[config.mk]
export PLATFORM = sky130hd
export DESIGN_NAME = rc_pwm_pulse_decoder_unit_flat
export DESIGN_NICKNAME = d
export VERILOG_FILES = /design/src/sv/rcpd_pkg.sv /design/src/sv/rcpd_if.sv /design/src/sv/rc_pwm_pulse_decoder_unit.sv /design/src/flat_wrapper.sv
export SDC_FILE = /design/constraint.sdc
export NUM_CORES = 1
export LEC_CHECK = 0
export BUFFER_PORTS_ARGS = -buffer_cell sky130_fd_sc_hd__buf_4
export CAP_MARGIN = 20
export CORE_AREA = 2 2 134 136
export CTS_BUF_LIST = sky130_fd_sc_hd__clkbuf_4 sky130_fd_sc_hd__clkbuf_8
export CTS_CLUSTER_DIAMETER = 100
export DETAILED_ROUTE_END_ITERATION = 6
export DIE_AREA = 0 0 136 138
export PLACE_DENSITY_LB_ADDON = 0.05
export REMOVE_ABC_BUFFERS = 1
export SKIP_CTS_REPAIR_TIMING = 1
export SLEW_MARGIN = 20
export SYNTH_ARGS = -nofsm -noshare
export SYNTH_HDL_FRONTEND = slang
export SYNTH_SLANG_ARGS = --single-unit
[constraint.sdc]
create_clock -name clk -period 12 [get_ports clk]
set_input_delay 1.2 -clock clk [delete_from_list [all_inputs] [get_ports clk]]
set_output_delay 1.2 -clock clk [all_outputs]
set_load 0.02 [all_outputs]
[src/sv/rcpd_pkg.sv]
// ----------------------------------------------------------------------------
// rcpd_pkg
// Shared widths, constants and register codes of the RC pulse decoder.
// ----------------------------------------------------------------------------
`default_nettype none

package rcpd_pkg;

    // timestamp arithmetic width, default
    localparam int TIME_BITS_DEF = 32;

    // field widths
    localparam int TIME_US_W = 32;
    localparam int NOISE_W   = 10;
    localparam int DZ_W      = 9;
    localparam int PW_W      = 11;
    localparam int POS_W     = 10;

    // clamped working width of a measured pulse
    localparam int WID_W = 16;

    // configuration port
    localparam int CFG_DATA_W = 32;
    localparam int CFG_ADDR_W = 4;

    // register reset values
    localparam logic [NOISE_W-1:0] NOISE_RST  = NOISE_W'(100);
    localparam logic [DZ_W-1:0]    EDGE_RST   = DZ_W'(50);
    localparam logic [DZ_W-1:0]    CENTER_RST = DZ_W'(45);

    // pulse width landmarks, us
    localparam logic [WID_W-1:0] WIDTH_TOP    = WID_W'(2000);
    localparam logic [WID_W-1:0] WIDTH_BOTTOM = WID_W'(1000);
    localparam logic [WID_W-1:0] WIDTH_CENTER = WID_W'(1500);

    // register word index (byte address / 4)
    typedef enum logic [1:0] {
        REG_NOISE  = 2'd0,
        REG_EDGE   = 2'd1,
        REG_CENTER = 2'd2
    } cfg_reg_t;

endpackage

`default_nettype wire

[src/sv/rcpd_if.sv]
// ----------------------------------------------------------------------------
// rcpd_in_if / rcpd_out_if
// Valid/ready channels for pin samples and for decoded pulse results.
// ----------------------------------------------------------------------------
`default_nettype none

interface rcpd_in_if
    import rcpd_pkg::*;
();
    logic                 valid;
    logic                 ready;
    logic                 level;
    logic [TIME_US_W-1:0] time_us;

    modport source (output valid, output level, output time_us, input ready);
    modport sink   (input valid, input level, input time_us, output ready);
endinterface

interface rcpd_out_if
    import rcpd_pkg::*;
();
    logic                    valid;
    logic                    ready;
    logic [PW_W-1:0]         pulse_width;
    logic signed [POS_W-1:0] position;

    modport source (output valid, output pulse_width, output position, input ready);
    modport sink   (input valid, input pulse_width, input position, output ready);
endinterface

`default_nettype wire

[src/sv/rc_pwm_pulse_decoder_unit.sv]
// ----------------------------------------------------------------------------
// rc_pwm_pulse_decoder_unit
// A result passes through the input register and then the result register
// before it can transfer. Throughput: one sample per cycle while the result
// channel is not stalled; under back-pressure s1 fills only while empty.
// Reset (rst_n low, async): both stages empty, pin taken as low, rise time 0,
// registers at noise floor 100, edge dead zone 50, center dead zone 45.
// ----------------------------------------------------------------------------
`default_nettype none

module rc_pwm_pulse_decoder_unit
    import rcpd_pkg::*;
#(
    parameter int TIME_BITS = TIME_BITS_DEF
) (
    input  wire                    clk,
    input  wire                    rst_n,
    // configuration port
    input  wire                    psel,
    input  wire                    penable,
    input  wire                    pwrite,
    input  wire [CFG_ADDR_W-1:0]   paddr,
    input  wire [CFG_DATA_W-1:0]   pwdata,
    output logic [CFG_DATA_W-1:0]  prdata,
    output logic                   pready,
    // channels
    rcpd_in_if.sink                in_ch,
    rcpd_out_if.source             out_ch
);

    // ------------------------------------------------------------------
    // Configuration registers
    // ------------------------------------------------------------------
    logic [NOISE_W-1:0] noise_reg;
    logic [DZ_W-1:0]    edge_dz_reg;
    logic [DZ_W-1:0]    center_dz_reg;
    cfg_reg_t           cfg_sel;
    logic               cfg_wr;

    assign pready  = 1'b1;
    assign cfg_sel = cfg_reg_t'(paddr[3:2]);
    assign cfg_wr  = psel && penable && pwrite && pready;

    always_ff @(posedge clk or negedge rst_n)
    begin
        if (!rst_n)
        begin
            noise_reg     <= NOISE_RST;
            edge_dz_reg   <= EDGE_RST;
            center_dz_reg <= CENTER_RST;
        end
        else if (cfg_wr)
        begin
            case (cfg_sel)
                REG_NOISE:  noise_reg     <= pwdata[NOISE_W-1:0];
                REG_EDGE:   edge_dz_reg   <= pwdata[DZ_W-1:0];
                REG_CENTER: center_dz_reg <= pwdata[DZ_W-1:0];
                default:    ; // unmapped word, write dropped
            endcase
        end
    end

    always_comb
    begin
        case (cfg_sel)
            REG_NOISE:  prdata = CFG_DATA_W'(noise_reg);
            REG_EDGE:   prdata = CFG_DATA_W'(edge_dz_reg);
            REG_CENTER: prdata = CFG_DATA_W'(center_dz_reg);
            default:    prdata = '0;
        endcase
    end

    // ------------------------------------------------------------------
    // Stage 1: input register
    // ------------------------------------------------------------------
    logic                 s1_valid_reg;
    logic                 s1_level_reg;
    logic [TIME_US_W-1:0] s1_time_reg;
    logic                 s1_adv;
    logic                 in_xfer;

    // result register
    logic                    out_valid_reg;
    logic                    out_valid_next;
    logic [PW_W-1:0]         out_pw_reg;
    logic signed [POS_W-1:0] out_pos_reg;

    // s1 moves on whenever the result register is free or draining
    assign s1_adv       = s1_valid_reg && (!out_valid_reg || out_ch.ready);
    assign in_ch.ready  = !s1_valid_reg || s1_adv;
    assign in_xfer      = in_ch.valid && in_ch.ready;

    always_ff @(posedge clk or negedge rst_n)
    begin
        if (!rst_n)
            s1_valid_reg <= 1'b0;
        else if (in_ch.ready)
            s1_valid_reg <= in_ch.valid;
    end

    always_ff @(posedge clk)
    begin
        if (in_xfer)
        begin
            s1_level_reg <= in_ch.level;
            s1_time_reg  <= in_ch.time_us;
        end
    end

    // ------------------------------------------------------------------
    // Edge state: last pin level and time of the last rising edge
    // ------------------------------------------------------------------
    logic                 last_level_reg;
    logic [TIME_BITS-1:0] rise_time_reg;
    logic [TIME_BITS-1:0] now;
    logic                 level_change;

    assign now          = TIME_BITS'(s1_time_reg);
    assign level_change = s1_level_reg != last_level_reg;

    always_ff @(posedge clk or negedge rst_n)
    begin
        if (!rst_n)
        begin
            last_level_reg <= 1'b0;
            rise_time_reg  <= '0;
        end
        else if (s1_adv && level_change)
        begin
            last_level_reg <= s1_level_reg;
            if (s1_level_reg)
                rise_time_reg <= now;
        end
    end

    // ------------------------------------------------------------------
    // Width measurement and dead-zone snapping
    // ------------------------------------------------------------------
    logic [TIME_BITS-1:0]    diff;
    logic                    diff_neg;
    logic                    diff_big;
    logic [WID_W-1:0]        w_clamp;
    logic                    too_short;
    logic                    hit;
    logic [WID_W-1:0]        top_thr;
    logic [WID_W-1:0]        bot_thr;
    logic [WID_W-1:0]        w_top;
    logic [WID_W-1:0]        w_bot;
    logic signed [WID_W:0]   off;
    logic [WID_W:0]          off_abs;
    logic [WID_W-1:0]        w_ctr;
    logic [WID_W-1:0]        w_fin;
    logic [WID_W-1:0]        pos_wide;

    assign diff     = now - rise_time_reg;          // wraps mod 2^TIME_BITS
    assign diff_neg = diff[TIME_BITS-1];
    assign diff_big = (diff >> WID_W) != '0;
    // clamp far above every snap point
    assign w_clamp  = diff_big ? {WID_W{1'b1}} : diff[WID_W-1:0];
    assign too_short = w_clamp < WID_W'(noise_reg);

    // a result only on a falling edge with a plausible width
    assign hit = level_change && !s1_level_reg && !diff_neg && !too_short;

    assign top_thr = WIDTH_TOP - WID_W'(edge_dz_reg);
    assign bot_thr = WIDTH_BOTTOM + WID_W'(edge_dz_reg);

    assign w_top   = (w_clamp >= top_thr) ? WIDTH_TOP : w_clamp;
    assign w_bot   = (w_top <= bot_thr) ? WIDTH_BOTTOM : w_top;

    assign off     = $signed({1'b0, w_bot}) - $signed({1'b0, WIDTH_CENTER});
    assign off_abs = off[WID_W] ? (WID_W+1)'(-off) : (WID_W+1)'(off);
    assign w_ctr   = (off_abs <= (WID_W+1)'(center_dz_reg)) ? WIDTH_CENTER : w_bot;

    // final saturation to the legal servo range
    always_comb
    begin
        if (w_ctr > WIDTH_TOP)
            w_fin = WIDTH_TOP;
        else if (w_ctr < WIDTH_BOTTOM)
            w_fin = WIDTH_BOTTOM;
        else
            w_fin = w_ctr;
    end

    assign pos_wide = w_fin - WIDTH_CENTER;

    // ------------------------------------------------------------------
    // Stage 2: result register
    // ------------------------------------------------------------------
    always_comb
    begin
        if (s1_adv)
            out_valid_next = hit;
        else if (out_ch.ready)
            out_valid_next = 1'b0;
        else
            out_valid_next = out_valid_reg;
    end

    always_ff @(posedge clk or negedge rst_n)
    begin
        if (!rst_n)
            out_valid_reg <= 1'b0;
        else
            out_valid_reg <= out_valid_next;
    end

    always_ff @(posedge clk)
    begin
        if (s1_adv && hit)
        begin
            out_pw_reg  <= w_fin[PW_W-1:0];
            out_pos_reg <= $signed(pos_wide[POS_W-1:0]);
        end
    end

    assign out_ch.valid       = out_valid_reg;
    assign out_ch.pulse_width = out_pw_reg;
    assign out_ch.position    = out_pos_reg;

    // ------------------------------------------------------------------
    // Assertions
    // ------------------------------------------------------------------
    // results stay inside the servo range
    assert property (@(posedge clk) disable iff (!rst_n)
        out_valid_reg |-> (out_pw_reg >= PW_W'(1000)) && (out_pw_reg <= PW_W'(2000)))
        else $error("pulse_width out of range");

    // position tracks the width about center
    assert property (@(posedge clk) disable iff (!rst_n)
        out_valid_reg |-> (out_pos_reg == $signed(POS_W'(out_pw_reg - PW_W'(1500)))))
        else $error("position inconsistent with pulse_width");

    // a rising edge never produces a result
    assert property (@(posedge clk) disable iff (!rst_n)
        (s1_adv && s1_level_reg) |=> !out_valid_reg)
        else $error("result emitted on rising edge");

    // a processed rising edge records its timestamp
    assert property (@(posedge clk) disable iff (!rst_n)
        (s1_adv && level_change && s1_level_reg) |=> (rise_time_reg == $past(now)))
        else $error("rise time not captured");

endmodule

`default_nettype wire

[src/flat_wrapper.sv]
// flat-port wrapper written by rule: the top's interface ports become plain ports
module rc_pwm_pulse_decoder_unit_flat import rcpd_pkg::*;
#(
    parameter int TIME_BITS = TIME_BITS_DEF
)
  (clk, rst_n, psel, penable, pwrite, paddr, pwdata, prdata, pready, in_ch_valid, in_ch_level, in_ch_time_us, in_ch_ready, out_ch_valid, out_ch_pulse_width, out_ch_position, out_ch_ready);
  rcpd_in_if in_ch_i ();
  rcpd_out_if out_ch_i ();
  input  wire clk;
  input  wire rst_n;
  input  wire psel;
  input  wire penable;
  input  wire pwrite;
  input  wire [CFG_ADDR_W-1:0] paddr;
  input  wire [CFG_DATA_W-1:0] pwdata;
  output logic [CFG_DATA_W-1:0] prdata;
  output logic pready;
  input wire logic [$bits(in_ch_i.valid)-1:0] in_ch_valid;
  input wire logic [$bits(in_ch_i.level)-1:0] in_ch_level;
  input wire logic [$bits(in_ch_i.time_us)-1:0] in_ch_time_us;
  output wire logic [$bits(in_ch_i.ready)-1:0] in_ch_ready;
  output wire logic [$bits(out_ch_i.valid)-1:0] out_ch_valid;
  output wire logic [$bits(out_ch_i.pulse_width)-1:0] out_ch_pulse_width;
  output wire logic [$bits(out_ch_i.position)-1:0] out_ch_position;
  input wire logic [$bits(out_ch_i.ready)-1:0] out_ch_ready;
  assign in_ch_i.valid = in_ch_valid;
  assign in_ch_i.level = in_ch_level;
  assign in_ch_i.time_us = in_ch_time_us;
  assign in_ch_ready = in_ch_i.ready;
  assign out_ch_valid = out_ch_i.valid;
  assign out_ch_pulse_width = out_ch_i.pulse_width;
  assign out_ch_position = out_ch_i.position;
  assign out_ch_i.ready = out_ch_ready;
  rc_pwm_pulse_decoder_unit #(.TIME_BITS(TIME_BITS)) u_core (.clk(clk), .rst_n(rst_n), .psel(psel), .penable(penable), .pwrite(pwrite), .paddr(paddr), .pwdata(pwdata), .prdata(prdata), .pready(pready), .in_ch(in_ch_i), .out_ch(out_ch_i));
endmodule
==> flow_metrics.tcl <==
set metrics [dict create \
    status "complete, no violations" \
    hpwl_um 17900 \
    via_per_inst 5.79 \
    hold-worst-slack_ps 507 \
    cp-start-kind "flop" \
    worst-slew-pin-transition_ps 1010 \
    cts_buffers 17 \
    synthSimpleGateAreaFrac_pct 18.0 \
    synth_top_area_share_pct 17.0 \
    arrival_ps 11850 \
    dr.pass1.iters 5 \
    synth_top_family_by_area "compound AO/OA/AOI/OAI gates" \
    syn_inst 1002 \
    clockRootBuffer "clkbuf_8" \
    p_int_mw 1.56 \
    gr-total-overflow 0 \
    synth_ff_type "dfrtp_1" \
    multiInputGateArea_um2 5800 \
    crit_path_max_incr_delay_ps 590 \
    maxSlewViolCount 0 \
    grt_max_degree 64 \
    crit_family "compound AO/OA/AOI/OAI gates" \
    required_ps 12310 \
    rows 49 \
    yosys_warnings 0 \
    crit_path_top_delay_cell "a2111oi_0" \
    synth_edf_count 52 \
    muxShareOfSynthArea_pct 7.19 \
    async_flop_share_pct 54.8 \
    ff_latch_area_um2 3150 \
    drtIter0Drc 684 \
    synth.area.top_cells "edfxtp_1 (17%), dfrtp_1 (14%), ha_1 (11%)" \
    holdPathStages 1 \
    io_pins 132 \
    synth_most_common_cell "nand2_1" \
    hold_start "u_core.rise_time_reg[15]$_DFFE_PN0P_" \
    crit_path_frequent_cell "o21a_1" \
    drc 0 \
    min_period_ps 11530 \
    power_switching_mw 1.33 \
    area_growth_pct 21.4 \
    cts.path.max_buffers 2 \
    crit_buf_inv 5 \
    ys_seq_area_share_pct 34.4 \
    p_seq_share_pct 20.7 \
    reg2reg_depth 56 \
    synth_xor_xnor_area_share_pct 4.01 \
    grt_pass1_wl_um 37400 \
    fin_area_um2 11100 \
    wirelength_um 23400 \
    critPathLaunch "u_core.rise_time_reg[0]$_DFFE_PN0P_" \
    yosys.area.top_type "edfxtp_1" \
    final_nets 1295 \
    max_slew_margin_pct 32.2 \
    dieArea_um2 18800 \
    ctsHtreeMaxLevel 4 \
    fin_tns_setup_ps 0 \
    gp_congestion 0.928 \
    drive_gt1_share_pct 27.5 \
    synth_commonest_cells "nand2_1 (103), ha_1 (78), inv_1 (68), o21ai_0 (66), dfrtp_1 (53)" \
    antennaDiodeCount 0 \
    switching_share_pct 46.1 \
    total_power_mw 2.89 \
    crit_type "reg2reg" \
    combPwrFrac_pct 65.7 \
    synth-adder-area-share_pct 10.9 \
    synth_area_um2 9170 \
    grt_pass1_vias 7613 \
    ant_nets 0 \
    initial_core_util_pct 52.3 \
    cts_tree "built" \
    cp_num_cells 56 \
    cp-end-kind "flop" \
    yosys_register_bits 115 \
    grt_antenna_before_repair 0 \
    fmax_ghz 0.0867 \
    clock_power_share_pct 13.7 \
    vias 8001 \
    reg2reg_from "u_core.rise_time_reg[0]$_DFFE_PN0P_" \
    power.density_nw_per_um2 260 \
    setup-violations-final 0 \
    hold_class "reg2reg" \
    irDropWorstVdd_mv 0.152 \
    leakage_nw 4.63 \
    fill_cells 1559 \
    path_max_fanout 7 \
    clk_pin_slew_ps 70 \
    placed_cell_area_um2 10300 \
    hold_viol 0 \
    finClkSkew_ps 11.8 \
    port_buffers 84 \
    synth_compound_area_share_pct 18.7 \
    chipHeight_um 138 \
    core-area_um2 17500 \
    wl_per_cell_um 16.9 \
    max-cap-violations 0 \
    syn_area_per_cell_um2 9.15 \
    grt_usage_pct 25.0 \
    die_x_um 136 \
    clock_latency_ps 450 \
    cts.sinks 115 \
    post-route-period-util_pct 96.1 \
    yosysUniqueCellTypes 82 \
]
## power groups by stage
stage          Clock, mW  Sequential, mW  Combinational [mW]
2_1_floorplan          0           0.599                1.18
3_3_place_gp           0           0.600                1.74
3_5_place_dp           0           0.604                1.75
4_1_cts            0.401           0.596                1.76
5_1_grt            0.423           0.614                2.09
6_report           0.395           0.598                1.90
## cells by family (layout without fill, tap and decap cells)
kind of cell / after synthesis / count (layout)
AO/OA/AOI/OAI: 257 / 257
XOR/XNOR: 42 / 42
adder cells (fa/ha/maj): 79 / 79
buffers and inverters: 130 / 260
flip-flops: 115 / 115
multiplexers: 60 / 60
other: 2 / 23
AND/OR/NAND/NOR: 317 / 317
## per-stage QoR
step                utilization [%]  worst slack (ps)  cells
global route                   63.5              -122   1382
CTS                            61.0              9.05   1371
finish                         63.5               465   1382
global placement               58.6               159   1339
detailed placement             58.6              68.3   1339
floorplan                         -              -434    961
## area by class of cell
type / count / area share (%)
Tap cell: 229 / 2.57
Multi-Input combinational cell: 778 / 52.1
Clock inverter: 12 / 1.37
Clock buffer: 20 / 2.42
Inverter: 68 / 2.29
Timing Repair Buffer: 160 / 10.9
Sequential cell: 115 / 28.3
## cells in the final DEF, fill, tap and decap left out, types with 7 or more instances in the layout
| cell | instances |
|---|---|
| buf_4 | 157 |
| nand2_1 | 103 |
| inv_1 | 68 |
| o21ai_0 | 61 |
| ha_1 | 57 |
| dfrtp_1 | 53 |
| edfxtp_1 | 52 |
| mux2_2 | 47 |
| nor2_1 | 46 |
| a21oi_1 | 43 |
| nand3_1 | 26 |
| xnor2_1 | 23 |
| conb_1 | 23 |
| nor3_1 | 21 |
| nand4_1 | 19 |
| xor2_1 | 19 |
| clkbuf_8 | 19 |
| o21a_1 | 16 |
| ha_4 | 16 |
| mux2i_1 | 13 |
| nand2b_1 | 13 |
| nor2b_1 | 12 |
| a21oi_2 | 12 |
| a31oi_1 | 12 |
| a21o_1 | 11 |
| o211ai_1 | 11 |
| or3_1 | 11 |
| nor4_1 | 11 |
| a211oi_1 | 10 |
| dfstp_2 | 10 |
| o21ai_1 | 8 |
| o21bai_1 | 8 |
| and2_1 | 7 |
| o31ai_1 | 7 |
## layer usage
layer	global-route usage (%)	vias up	wire length, µm
met5	0	-	0
met1	31.8	3791	10100
met4	10.6	0	932
li1	-	3922	-
met3	3.96	50	1070
met2	41.9	238	11300
## path summary, 6_finish.rpt
check / to / slack (ps)
min reg2reg: u_core.rise_time_reg[15]$_DFFE_PN0P_ / 510
max in group asynchronous: u_core.rise_time_reg[28]$_DFFE_PN0P_ / 10610
min: u_core.rise_time_reg[15]$_DFFE_PN0P_ / 510
max: u_core.out_ch.position[8]$_DFFE_PP_ / 470
max reg2reg: u_core.out_ch.position[8]$_DFFE_PP_ / 470
min in group asynchronous: u_core.center_dz_reg[6]$_DFFE_PN0P_ / 830
Note: power is estimated with default switching activity, not from simulation.
